`src/rtl/star_cif_byte_tokenizer_core_assert.svh`:
```
// assertion macros included by the tokenizer top level
// depends on nothing; included inside module bodies
`ifndef STAR_CIF_BYTE_TOKENIZER_CORE_ASSERT_SVH
`define STAR_CIF_BYTE_TOKENIZER_CORE_ASSERT_SVH

// same-cycle implication, checked outside reset
`define SCT_ASSERT_NOW(label, clk, rst_n, ante, cons) \
    label: assert property (@(posedge clk) disable iff (!rst_n) (ante) |-> (cons)) \
        else $error("tokenizer assertion failed");

// next-cycle implication, checked outside reset
`define SCT_ASSERT_NEXT(label, clk, rst_n, ante, cons) \
    label: assert property (@(posedge clk) disable iff (!rst_n) (ante) |=> (cons)) \
        else $error("tokenizer assertion failed");

`endif

```
`src/rtl/sct_pkg.sv`:
```
// types, constants and reset values for the star/cif byte tokenizer
// no dependencies; imported by every tokenizer module
`timescale 1ns / 1ps
`default_nettype none

package sct_pkg;

    localparam int LINE_BITS     = 24;
    localparam int MAX_RESULTS   = 3;
    localparam int RES_CNT_BITS  = 2;
    localparam int FIFO_DEPTH    = 4;
    localparam int FIFO_PTR_BITS = 2;
    localparam int FIFO_CNT_BITS = 3;

    localparam logic [LINE_BITS-1:0] LINE_MAX = {LINE_BITS{1'b1}};

    // character codes
    localparam logic [7:0] CH_TAB   = 8'd9;
    localparam logic [7:0] CH_LF    = 8'd10;
    localparam logic [7:0] CH_VT    = 8'd11;
    localparam logic [7:0] CH_FF    = 8'd12;
    localparam logic [7:0] CH_CR    = 8'd13;
    localparam logic [7:0] CH_SPACE = 8'd32;
    localparam logic [7:0] CH_HASH  = 8'h23;
    localparam logic [7:0] CH_SEMI  = 8'h3B;
    localparam logic [7:0] CH_SQUOT = 8'h27;
    localparam logic [7:0] CH_DQUOT = 8'h22;

    typedef enum logic [2:0] {
        MODE_BETWEEN = 3'd0,
        MODE_BARE    = 3'd1,
        MODE_QUOTED  = 3'd2,
        MODE_COMMENT = 3'd3,
        MODE_TEXT    = 3'd4,
        MODE_HALTED  = 3'd5
    } t_lex_mode;

    typedef enum logic [1:0] {
        KIND_BYTE  = 2'd0,
        KIND_END   = 2'd1,
        KIND_ERROR = 2'd2
    } t_kind;

    localparam logic ERR_QUOTE = 1'b0;
    localparam logic ERR_TEXT  = 1'b1;

    typedef struct packed {
        logic [7:0] in_byte;
        logic       end_of_stream;
    } t_in_item;

    typedef struct packed {
        t_kind                kind;
        logic [7:0]           token_byte;
        logic                 token_start;
        logic                 token_quoted;
        logic [LINE_BITS-1:0] start_line;
        logic                 error_code;
        logic                 last_of_run;
    } t_out_item;

    typedef struct packed {
        t_lex_mode            mode;
        logic                 quote_is_double;
        logic                 held_quote;
        logic                 held_newline;
        logic                 held_carriage_return;
        logic                 at_line_start;
        logic [LINE_BITS-1:0] line_counter;
        logic [LINE_BITS-1:0] token_line;
        logic                 start_pending;
        logic                 cur_quoted;
    } t_lex_state;

    // lexer state plus the results gathered during one item
    typedef struct packed {
        t_lex_state                     st;
        logic [RES_CNT_BITS-1:0]        cnt;
        t_out_item [MAX_RESULTS-1:0]    res;
    } t_step;

    localparam t_lex_state STATE_RESET = '{
        mode:                 MODE_BETWEEN,
        quote_is_double:      1'b0,
        held_quote:           1'b0,
        held_newline:         1'b0,
        held_carriage_return: 1'b0,
        at_line_start:        1'b1,
        line_counter:         LINE_BITS'(1),
        token_line:           '0,
        start_pending:        1'b0,
        cur_quoted:           1'b0
    };

endpackage

`default_nettype wire

```
`src/rtl/sct_lex_step.sv`:
```
// combinational lexer step: next lexer state and up to three results per item
// depends on sct_pkg
`timescale 1ns / 1ps
`default_nettype none

module sct_lex_step (
    input  wire sct_pkg::t_lex_state                           i_state,
    input  wire sct_pkg::t_in_item                             i_item,
    output sct_pkg::t_lex_state                                o_next_state,
    output logic [sct_pkg::RES_CNT_BITS-1:0]                   o_res_cnt,
    output sct_pkg::t_out_item [sct_pkg::MAX_RESULTS-1:0]      o_res
);
    import sct_pkg::*;

    function automatic logic is_blank(logic [7:0] c);
        return (c == CH_SPACE) || (c == CH_TAB) || (c == CH_VT) ||
               (c == CH_FF) || (c == CH_CR);
    endfunction

    // append one result, stamped with the current token attributes
    function automatic t_step emit(t_step s, t_kind k, logic [7:0] b, logic err);
        t_step     r;
        t_out_item o;
        r              = s;
        o.kind         = k;
        o.token_byte   = (k == KIND_BYTE) ? b : 8'd0;
        o.token_start  = (k != KIND_ERROR) && s.st.start_pending;
        o.token_quoted = (k == KIND_ERROR) ? 1'b1 : s.st.cur_quoted;
        o.start_line   = s.st.token_line;
        o.error_code   = (k == KIND_ERROR) ? err : 1'b0;
        o.last_of_run  = 1'b0;
        if (s.cnt < RES_CNT_BITS'(MAX_RESULTS)) begin
            r.res[s.cnt]        = o;
            r.cnt               = s.cnt + RES_CNT_BITS'(1);
            r.st.start_pending  = 1'b0;
        end
        return r;
    endfunction

    function automatic t_step open_token(t_step s, logic quoted);
        t_step r;
        r                  = s;
        r.st.token_line    = s.st.line_counter;
        r.st.start_pending = 1'b1;
        r.st.cur_quoted    = quoted;
        return r;
    endfunction

    // one ordinary character (a dropped-cr pair never reaches here)
    function automatic t_step char_in(t_step s, logic [7:0] c);
        t_step      r;
        logic       ws;
        logic [7:0] q;
        logic       done;
        r    = s;
        ws   = is_blank(c);
        q    = s.st.quote_is_double ? CH_DQUOT : CH_SQUOT;
        done = 1'b0;
        unique case (r.st.mode)
            MODE_BETWEEN: begin
                if (ws) begin
                    done = 1'b1;
                end else if (r.st.at_line_start && (c == CH_SEMI)) begin
                    r.st.mode         = MODE_TEXT;
                    r.st.held_newline = 1'b0;
                    r                 = open_token(r, 1'b1);
                end else if (c == CH_HASH) begin
                    r.st.mode = MODE_COMMENT;
                end else if ((c == CH_SQUOT) || (c == CH_DQUOT)) begin
                    r.st.mode            = MODE_QUOTED;
                    r.st.quote_is_double = (c == CH_DQUOT);
                    r.st.held_quote      = 1'b0;
                    r                    = open_token(r, 1'b1);
                end else begin
                    r.st.mode = MODE_BARE;
                    r         = open_token(r, 1'b0);
                    r         = emit(r, KIND_BYTE, c, 1'b0);
                end
            end
            MODE_BARE: begin
                if (ws) begin
                    r         = emit(r, KIND_END, 8'd0, 1'b0);
                    r.st.mode = MODE_BETWEEN;
                end else begin
                    r = emit(r, KIND_BYTE, c, 1'b0);
                end
            end
            MODE_QUOTED: begin
                // a held quote closes only before whitespace
                if (r.st.held_quote) begin
                    r.st.held_quote = 1'b0;
                    if (ws) begin
                        r         = emit(r, KIND_END, 8'd0, 1'b0);
                        r.st.mode = MODE_BETWEEN;
                        done      = 1'b1;
                    end else begin
                        r = emit(r, KIND_BYTE, q, 1'b0);
                    end
                end
                if (!done) begin
                    if (c == q) begin
                        r.st.held_quote = 1'b1;
                    end else begin
                        r = emit(r, KIND_BYTE, c, 1'b0);
                    end
                end
            end
            MODE_TEXT: begin
                // a held newline followed by ';' closes the text field
                if (r.st.held_newline) begin
                    r.st.held_newline = 1'b0;
                    if (c == CH_SEMI) begin
                        r         = emit(r, KIND_END, 8'd0, 1'b0);
                        r.st.mode = MODE_BETWEEN;
                        done      = 1'b1;
                    end else begin
                        r = emit(r, KIND_BYTE, CH_LF, 1'b0);
                    end
                end
                if (!done) begin
                    r = emit(r, KIND_BYTE, c, 1'b0);
                end
            end
            default: begin
                done = 1'b1;
            end
        endcase
        r.st.at_line_start = 1'b0;
        return r;
    endfunction

    function automatic t_step line_end(t_step s);
        t_step r;
        logic  halt;
        r    = s;
        halt = 1'b0;
        unique case (r.st.mode)
            MODE_BARE: begin
                r         = emit(r, KIND_END, 8'd0, 1'b0);
                r.st.mode = MODE_BETWEEN;
            end
            MODE_QUOTED: begin
                if (r.st.held_quote) begin
                    r.st.held_quote = 1'b0;
                    r               = emit(r, KIND_END, 8'd0, 1'b0);
                    r.st.mode       = MODE_BETWEEN;
                end else begin
                    r         = emit(r, KIND_ERROR, 8'd0, ERR_QUOTE);
                    r.st.mode = MODE_HALTED;
                    halt      = 1'b1;
                end
            end
            MODE_COMMENT: begin
                r.st.mode = MODE_BETWEEN;
            end
            MODE_TEXT: begin
                if (r.st.held_newline) begin
                    r = emit(r, KIND_BYTE, CH_LF, 1'b0);
                end
                r.st.held_newline = 1'b1;
            end
            default: begin
                halt = 1'b0;
            end
        endcase
        if (!halt) begin
            if (r.st.line_counter != LINE_MAX) begin
                r.st.line_counter = r.st.line_counter + LINE_BITS'(1);
            end
            r.st.at_line_start = 1'b1;
        end
        return r;
    endfunction

    // full step for one accepted item
    function automatic t_step step(t_lex_state s, t_in_item it);
        t_step r;
        logic  nonempty;
        r.st     = s;
        r.cnt    = '0;
        r.res    = '0;
        nonempty = 1'b0;
        if (s.mode != MODE_HALTED) begin
            if (it.end_of_stream) begin
                nonempty                  = !s.at_line_start || s.held_carriage_return;
                r.st.held_carriage_return = 1'b0;
                if (nonempty) begin
                    r = line_end(r);
                end
                if (r.st.mode == MODE_TEXT) begin
                    r = emit(r, KIND_ERROR, 8'd0, ERR_TEXT);
                end
                r.st.mode = MODE_HALTED;
            end else if (it.in_byte == CH_CR) begin
                if (s.held_carriage_return) begin
                    r = char_in(r, CH_CR);
                end
                r.st.held_carriage_return = 1'b1;
            end else if (it.in_byte == CH_LF) begin
                r.st.held_carriage_return = 1'b0;
                r                         = line_end(r);
            end else begin
                if (s.held_carriage_return) begin
                    r.st.held_carriage_return = 1'b0;
                    r                         = char_in(r, CH_CR);
                end
                r = char_in(r, it.in_byte);
            end
            if (r.cnt != '0) begin
                r.res[r.cnt - RES_CNT_BITS'(1)].last_of_run = 1'b1;
            end
        end
        return r;
    endfunction

    t_step w_step;

    // next lexer state and results of this item
    always_comb begin
        w_step       = step(i_state, i_item);
        o_next_state = w_step.st;
        o_res_cnt    = w_step.cnt;
        o_res        = w_step.res;
    end

endmodule

`default_nettype wire

```
`src/rtl/sct_res_fifo.sv`:
```
// small result queue: takes up to three results a cycle, hands out one
// depends on sct_pkg
`timescale 1ns / 1ps
`default_nettype none

module sct_res_fifo (
    input  wire                                                i_clk,
    input  wire                                                i_rst_n,
    input  wire  [sct_pkg::RES_CNT_BITS-1:0]                   i_push_cnt,
    input  wire  sct_pkg::t_out_item [sct_pkg::MAX_RESULTS-1:0] i_push_items,
    input  wire                                                i_pop,
    output logic                                               o_room,
    output logic                                               o_valid,
    output sct_pkg::t_out_item                                 o_head
);
    import sct_pkg::*;

    t_out_item                r_mem [FIFO_DEPTH];
    logic [FIFO_PTR_BITS-1:0] r_wr_ptr;
    logic [FIFO_PTR_BITS-1:0] r_rd_ptr;
    logic [FIFO_CNT_BITS-1:0] r_count;
    logic [FIFO_CNT_BITS-1:0] n_count;

    // storage writes, up to three consecutive slots
    always_ff @(posedge i_clk) begin
        for (int k = 0; k < MAX_RESULTS; k++) begin
            if (RES_CNT_BITS'(k) < i_push_cnt) begin
                r_mem[r_wr_ptr + FIFO_PTR_BITS'(k)] <= i_push_items[k];
            end
        end
    end

    // occupancy after this cycle's push and pop
    always_comb begin
        n_count = r_count + FIFO_CNT_BITS'(i_push_cnt) - FIFO_CNT_BITS'(i_pop);
    end

    // pointers and count
    always_ff @(posedge i_clk) begin
        if (!i_rst_n) begin
            r_wr_ptr <= '0;
            r_rd_ptr <= '0;
            r_count  <= '0;
        end else begin
            r_wr_ptr <= r_wr_ptr + FIFO_PTR_BITS'(i_push_cnt);
            r_rd_ptr <= r_rd_ptr + FIFO_PTR_BITS'(i_pop);
            r_count  <= n_count;
        end
    end

    // room for a worst-case item, head of queue
    assign o_room  = (r_count <= FIFO_CNT_BITS'(FIFO_DEPTH - MAX_RESULTS));
    assign o_valid = (r_count != '0);
    assign o_head  = r_mem[r_rd_ptr];

endmodule

`default_nettype wire

```
`src/rtl/star_cif_byte_tokenizer_core.sv`:
```
// star/cif 1.1 byte tokenizer top level: lexer state register and result queue
// depends on sct_pkg, sct_lex_step, sct_res_fifo, star_cif_byte_tokenizer_core_assert.svh
//
// usage:
//   input channel (i_in_valid / o_in_ready / i_in_item) takes one byte of the
//   file, or an end-of-stream marker, per accepted item
//   output channel (o_out_valid / i_out_ready / o_out_item) returns zero to
//   three results per item: content bytes, token ends and errors, the last
//   result of an item flagged by last_of_run
//   results of an item are registered in the result queue and offered from its head
//   throughput: one item per cycle while each item yields at most one result
//   and the receiver keeps up; an item yielding more results is absorbed by a
//   four-entry result queue, and input ready drops while fewer than three
//   queue entries are free
//   receiver stall: results wait in the queue, input ready falls once the
//   queue cannot take a worst-case item; nothing is lost
//   reset: synchronous, active low; lexer returns to between tokens at line 1
//   and the queue empties
//   after an error or end of stream the lexer halts: items are still accepted
//   but give no results until reset
`timescale 1ns / 1ps
`default_nettype none

module star_cif_byte_tokenizer_core (
    input  wire                 i_clk,
    input  wire                 i_rst_n,
    input  wire                 i_in_valid,
    output logic                o_in_ready,
    input  wire sct_pkg::t_in_item i_in_item,
    output logic                o_out_valid,
    input  wire                 i_out_ready,
    output sct_pkg::t_out_item  o_out_item
);
    import sct_pkg::*;

    t_lex_state                     r_state;
    t_lex_state                     w_next_state;
    logic [RES_CNT_BITS-1:0]        w_res_cnt;
    t_out_item [MAX_RESULTS-1:0]    w_res;
    logic [RES_CNT_BITS-1:0]        w_push_cnt;
    logic                           w_in_acc;
    logic                           w_room;

    assign w_in_acc   = i_in_valid && o_in_ready;
    assign o_in_ready = w_room;
    assign w_push_cnt = w_in_acc ? w_res_cnt : '0;

    // lexer step logic
    sct_lex_step u_step (
        .i_state      (r_state),
        .i_item       (i_in_item),
        .o_next_state (w_next_state),
        .o_res_cnt    (w_res_cnt),
        .o_res        (w_res)
    );

    // lexer state register
    always_ff @(posedge i_clk) begin
        if (!i_rst_n) begin
            r_state <= STATE_RESET;
        end else if (w_in_acc) begin
            r_state <= w_next_state;
        end
    end

    // result queue
    sct_res_fifo u_fifo (
        .i_clk        (i_clk),
        .i_rst_n      (i_rst_n),
        .i_push_cnt   (w_push_cnt),
        .i_push_items (w_res),
        .i_pop        (o_out_valid && i_out_ready),
        .o_room       (w_room),
        .o_valid      (o_out_valid),
        .o_head       (o_out_item)
    );

    `include "star_cif_byte_tokenizer_core_assert.svh"

    `SCT_ASSERT_NEXT(a_halt_sticky, i_clk, i_rst_n, r_state.mode == MODE_HALTED, r_state.mode == MODE_HALTED)
    `SCT_ASSERT_NOW(a_halt_silent, i_clk, i_rst_n, r_state.mode == MODE_HALTED, w_res_cnt == '0)
    `SCT_ASSERT_NOW(a_nl_in_text, i_clk, i_rst_n, r_state.held_newline, (r_state.mode == MODE_TEXT) || (r_state.mode == MODE_HALTED))
    `SCT_ASSERT_NOW(a_quote_held, i_clk, i_rst_n, r_state.held_quote, r_state.mode == MODE_QUOTED)
    `SCT_ASSERT_NOW(a_line_nonzero, i_clk, i_rst_n, 1'b1, r_state.line_counter != '0)

endmodule

`default_nettype wire

```
`config.mk`:
```
export PLATFORM = sky130hd
export DESIGN_NAME = star_cif_byte_tokenizer_core
export DESIGN_NICKNAME = d
export VERILOG_FILES = /design/src/rtl/sct_pkg.sv /design/src/rtl/sct_lex_step.sv /design/src/rtl/sct_res_fifo.sv /design/src/rtl/star_cif_byte_tokenizer_core.sv
export VERILOG_INCLUDE_DIRS = /design/src /design/src/rtl
export SDC_FILE = /design/constraint.sdc
export NUM_CORES = 1
export LEC_CHECK = 0
export BUFFER_PORTS_ARGS = -buffer_cell sky130_fd_sc_hd__buf_2
export CORE_ASPECT_RATIO = 1.25
export CORE_MARGIN = 2
export CORE_UTILIZATION = 52
export CTS_CLUSTER_SIZE = 25
export DETAILED_ROUTE_END_ITERATION = 8
export GPL_TIMING_DRIVEN = 0
export MAX_ROUTING_LAYER = met4
export PLACE_DENSITY = 0.65
export RECOVER_POWER = 25
export SYNTH_ARGS = -nofsm -noshare
export SYNTH_HDL_FRONTEND = slang
export SYNTH_SLANG_ARGS = --single-unit
```
`constraint.sdc`:
```
create_clock -name i_clk -period 7.9 [get_ports i_clk]
set_input_delay 1.58 -clock i_clk [delete_from_list [all_inputs] [get_ports i_clk]]
set_output_delay 1.58 -clock i_clk [all_outputs]
set_load 0.01 [all_outputs]
```
Word-level counts from Yosys, hierarchy flattened

Memory sizes are Yosys's and may differ from the RTL's. A register that Yosys moved wholly into a read port is not among the register bits.
Cells that the tools add are included.

Memories: 1
Register bits after elaboration: 65
Output and inout bits: 40
Logic and storage cells: 305
Bits in writable memories: 152
Input bits: 13

Memory list:

| memory       | depth | width | read ports | clocked after Yosys merged registers in | write ports | line               | text |
|---|---|---|---|---|---|---|---|
| u_fifo.r_mem | 4     | 38    | 1          | 1                                       | 3           | sct_res_fifo.sv:18 | `t_out_item r_mem [FIFO_DEPTH];` |

$add $sub $neg: 17
Mux-type cells: 185
Reduce and logical (&&, ||, !) cells: 29
Magnitude comparators: 30
Equal/unequal tests: 30

Operator list:

| kind                                                                   | number |
|---|---|
| 174-bit two-way mux                                                    | 54 |
| 116-bit two-way mux                                                    | 13 |
| 114-bit bitwise mux                                                    | 13 |
| 171-bit two-way mux                                                    | 8 |
| 174-bit case mux with 3 select lines                                   | 2 |
| 118-bit two-way mux                                                    | 8 |
| 174-bit case mux with 4 select lines                                   | 1 |
| 38-bit demux with 2-bit select                                         | 9 |
| 171-bit case mux with 3 select lines                                   | 1 |
| 170-bit two-way mux                                                    | 3 |
| 38-bit two-way mux                                                     | 8 |
| 173-bit two-way mux                                                    | 1 |
| 169-bit two-way mux                                                    | 1 |
| 114-bit two-way mux                                                    | 1 |
| 1-bit two-way mux                                                      | 52 |
| 25-bit two-way mux                                                     | 2 |
| 24-bit by 1-bit adder with 24-bit output (second input constant)       | 2 |
| 24-bit two-way mux                                                     | 2 |
| 24-bit != test (second input constant)                                 | 2 |
| 8-bit by 4-bit equality test with 1-bit output (second input constant) | 5 |
| 8-bit by 6-bit equality test with 1-bit output (second input constant) | 5 |
| 2-bit by 3-bit < comparator with 1-bit output (second input constant)  | 9 |
| 2-bit by 1-bit adder with 2-bit output (second input constant)         | 9 |
| 2-bit by 1-bit >= comparator with 1-bit output (second input constant) | 9 |
| 34 further kinds                                                       | 71 |

Depth between registers and ports, before layout

Depth in word-level cells: 59
Gate-level depth with buffers: 18
Depth with buffers taken out: 16

Modules after synthesis

From an unflattened synthesis, not the netlist that was laid out.

Cell total of the unflattened synthesis: 1872
Area, all modules: 15598.7 um2

By module, submodules not included:

| module                       | sequential area each (um2) | times used | area each (um2) | cells an instance |
|---|---|---|---|---|
| sct_res_fifo                 | 4704.5                     | 1          | 9073.7          | 930 |
| sct_lex_step                 | 0.0                        | 1          | 4212.8          | 673 |
| star_cif_byte_tokenizer_core | 1161.1                     | 1          | 2312.2          | 269 |

Least setup slack after synthesis

No wires, ideal clock.

Kind: input port to flip-flop
Start: in i_in_item[4] (netlist name)
End: mem u_fifo.r_mem[0][0] (netlist name), enable pin
Slack: 1.013 ns
Data arrival time: 6.391 ns
Stages on the path: 11
Library setup time: 0.496 ns
Required time: 7.404 ns
Buffers on the path: 4
Cells stage by stage: clkbuf_1 nand2b_1 nor3_4 o21a_1 buf_4 or3_1 buf_2 buf_6 a21boi_2 o21ai_0 a221oi_1

RTL lines:

| element         | line                               | text |
|---|---|---|
| start, declared | star_cif_byte_tokenizer_core.sv:29 | `input wire sct_pkg::t_in_item i_in_item,` |
| end, declared   | sct_res_fifo.sv:18                 |  |

==> impl_metrics.toml <==
[global_route]
grt_max_degree = 39
grt_pass1_vias = 13100
grt.overflow.total = 0
antenna_found_initial = 0
track_usage_pct = 39.3
grt_pass1_wl_um = 84100

[min_path]
min_path_cells = 2
min_path_type = "flop to flop"

[synth]
synthesis.nets = 1547
syn-cell-area_sq_mm = 0.0145
ys.warnings.count = 0
syn_inst = 1526
synth-seq-cells = 217
ys.flop_type = "edfxtp_1"
synth_edf_count = 152
syn_area_per_cell_sq_um = 9.48
ys_types = 108
async_flop_share_pct = 0
seq_area_frac_synth_pct = 40.6

[floorplan]
die-area_sq_mm = 0.0292
core_sq_mm = 0.0275
start_util_pct = 52.6
die_h_um = 190
die_x_um = 153
row_count = 68
io_pins = 53

[run_status]
violations = "capacitance limit, slew limit"
outcome = "finished with violations"

[placed_design]
dp_hpwl_um = 42600
io_buffers = 45
dpl_cell_area_sq_mm = 0.0153
routabilityCongestion = 1.02
place_ws_ns = 2.04
dp.cells = 1926

[setup_path]
critical_path_depth = 11
path_common_cell = "clkbuf_1"
cp-start-kind = "input pin"
crit_buf_inv = 4
r2r_cells = 13
path_cells = "clkbuf_1 -> clkbuf_1 -> nand4b_1 -> nor3_1 -> a221oi_1 -> nand2_1 -> a21o_1 -> clkbuf_1 -> clkbuf_1 -> nand2_1 -> a31oi_1"
critPathKind = "input pin to flop"
cp_slowest_cell = "nor3_1"
cp_max_fo = 10
arrival_ns = 6.52
cp-end-kind = "flop"
path_delay_family = "simple AND/OR/NAND/NOR gates"
critPathRequiredTime_ns = 8.26
max_stage_delay_ns = 1.32

[pwr]
p_leak_nw = 5.34
ir_worst_vdd_v = 0.000196
power_density_mw_per_mm2 = 238
total_power_mw = 3.81

[cts]
clkLatencyLatePin_ns = 0.55
postCtsSetupBuffers = 0
cts_resized = 0
clock-root-buffer = "clkbuf_16"
cts_made_buffers = 24
cts_tree = "done"
clockBufferDepth = 3
cts_hold_buf = 0
clkSinkCount = 217
path_clk_slew_ns = 0.06
htreeDepth = 1

[sta]
maxSlewHeadroom_pct = -6.73
hold_viol = 0
drv_slew = 8
whs_ns = 0.526
skew_ns = 0.0170
rsz0062_at_grt = "no"
max_freq_mhz = 162
fin_tns_setup_ns = 0
setup_ws_ns = 1.74
finalCritPeriodShare_pct = 77.9
worstMarginPinSlew_ns = 1.59
min_period_ns = 6.16
final-setup-viol-count = 0

[final_layout]
areaGrowthSynthToFinish_pct = 10.4
design_area_sq_mm = 0.0160
stdcell_count = 1967
finish.net_count = 1623
n_antenna_cell = 0
drive_gt1_share_pct = 14.8
postLayoutCoreUtil_pct = 58.1

[detailed_routing]
drc = 0
vias = 13900
firstDrtPassIters = 7
wl_per_cell_um = 28.8
drt_first_iter_violations = 1876
viasPerCell = 7.06
wl_um = 56600
antenna_left = 0

[job]
cap_viol_max_count = 1
## state kept, by name, summed over array words and instances, names as in the netlist
register	count
u_fifo.r_mem	152
u_fifo.r_rd_ptr	2
u_fifo.r_wr_ptr	2
r_state	58
u_fifo.r_count	3
## synth_stat cells, drive strengths merged (10+ instances only)
master,n,area [sq um]
a211oi,10,85.1
a21boi,10,78.8
a21o,11,82.6
a21oi,173,937
a221oi,61,652
a22oi,33,248
a31oi,18,113
and2,17,106
and3,13,81.3
buf,68,384
clkbuf,67,253
dfxtp,65,1300
edfxtp,152,4560
inv,22,82.6
mux2i,13,130
mux4,38,856
nand2,146,551
nand2b,35,219
nand3,75,393
nand4,16,106
nor2,144,548
nor2b,16,100
nor3,20,126
nor4,10,92.6
o211ai,19,148
o21ai,73,365
o221ai,13,114
o22ai,16,106
o31ai,10,80.1
xnor2,11,96.3
xor2,19,166
## layout make-up
type / count / area, sq um
fillers: 2438 / 11500
multi-input cells: 1151 / 7820
flip-flops and latches: 217 / 5870
clock buffers: 27 / 633
plain buffers: 135 / 624
well taps: 350 / 438
repair buffers: 50 / 292
clock inverters: 14 / 204
inverters: 23 / 86.3
## cell usage in the layout, fill, tap and decap left out, drive strengths merged, types with 11 or more instances in the layout
cell,netlist,layout
o211ai,19,19
nand4,16,16
xor2,19,19
nand2,146,146
a21oi,173,173
buf,68,86
nand2b,35,35
clkbuf,67,126
mux2i,13,13
nand3,75,75
and3,13,13
nor3,20,20
a21o,11,11
and2,17,17
o21ai,73,73
nor2,144,144
dfxtp,65,65
o22ai,16,16
a31oi,18,18
o221ai,13,13
edfxtp,152,152
a22oi,33,33
inv,22,23
mux4,38,38
a221oi,61,61
nor2b,16,16
xnor2,11,11
## metal layers
metal  wire length [um]  vias up  track usage [%]  share of wire, %
met5                  0        -                -                 0
met4               3660        0             19.7               6.5
met3               6000      254             7.34                11
met2              24900     1001             59.4                44
met1              22100     6612             51.0                39
li1                   -     6015                -                 -
## power breakdown
part	internal, mW	switching, mW	total [mW]	leakage (nW)
sequential	1.35	0.0378	1.39	1.96
combinational	0.439	0.766	1.20	2.98
clock	0.737	0.475	1.21	0.400
## final timing paths
kind,from,endpoint,slack [ns]
setup reg to reg,r_state[56],u_fifo.r_mem[0][19],2.48
hold reg to reg,r_state[3],r_state[3],0.53
hold / removal,r_state[3],r_state[3],0.53
setup / recovery,i_in_item[1],u_fifo.r_mem[2][22],1.74
## logic make-up after synthesis
group | share of synthesized area (%)
AOI/OAI and AO/OA | 25.4
xor gates and xnor gates | 1.82
adders and majority gates | 0.891
buffers and inverters | 5.00
DFF | 40.6
muxes | 7.52
and+or+nand+nor | 18.8
## worst min-delay path, cell delays in order, from the launching register on
cell and delay [ns]:
dfxtp_1 0.35, nand2b_1 0.08, a21oi_1 0.05
No activity file was read; power rests on OpenSTA's default activity.
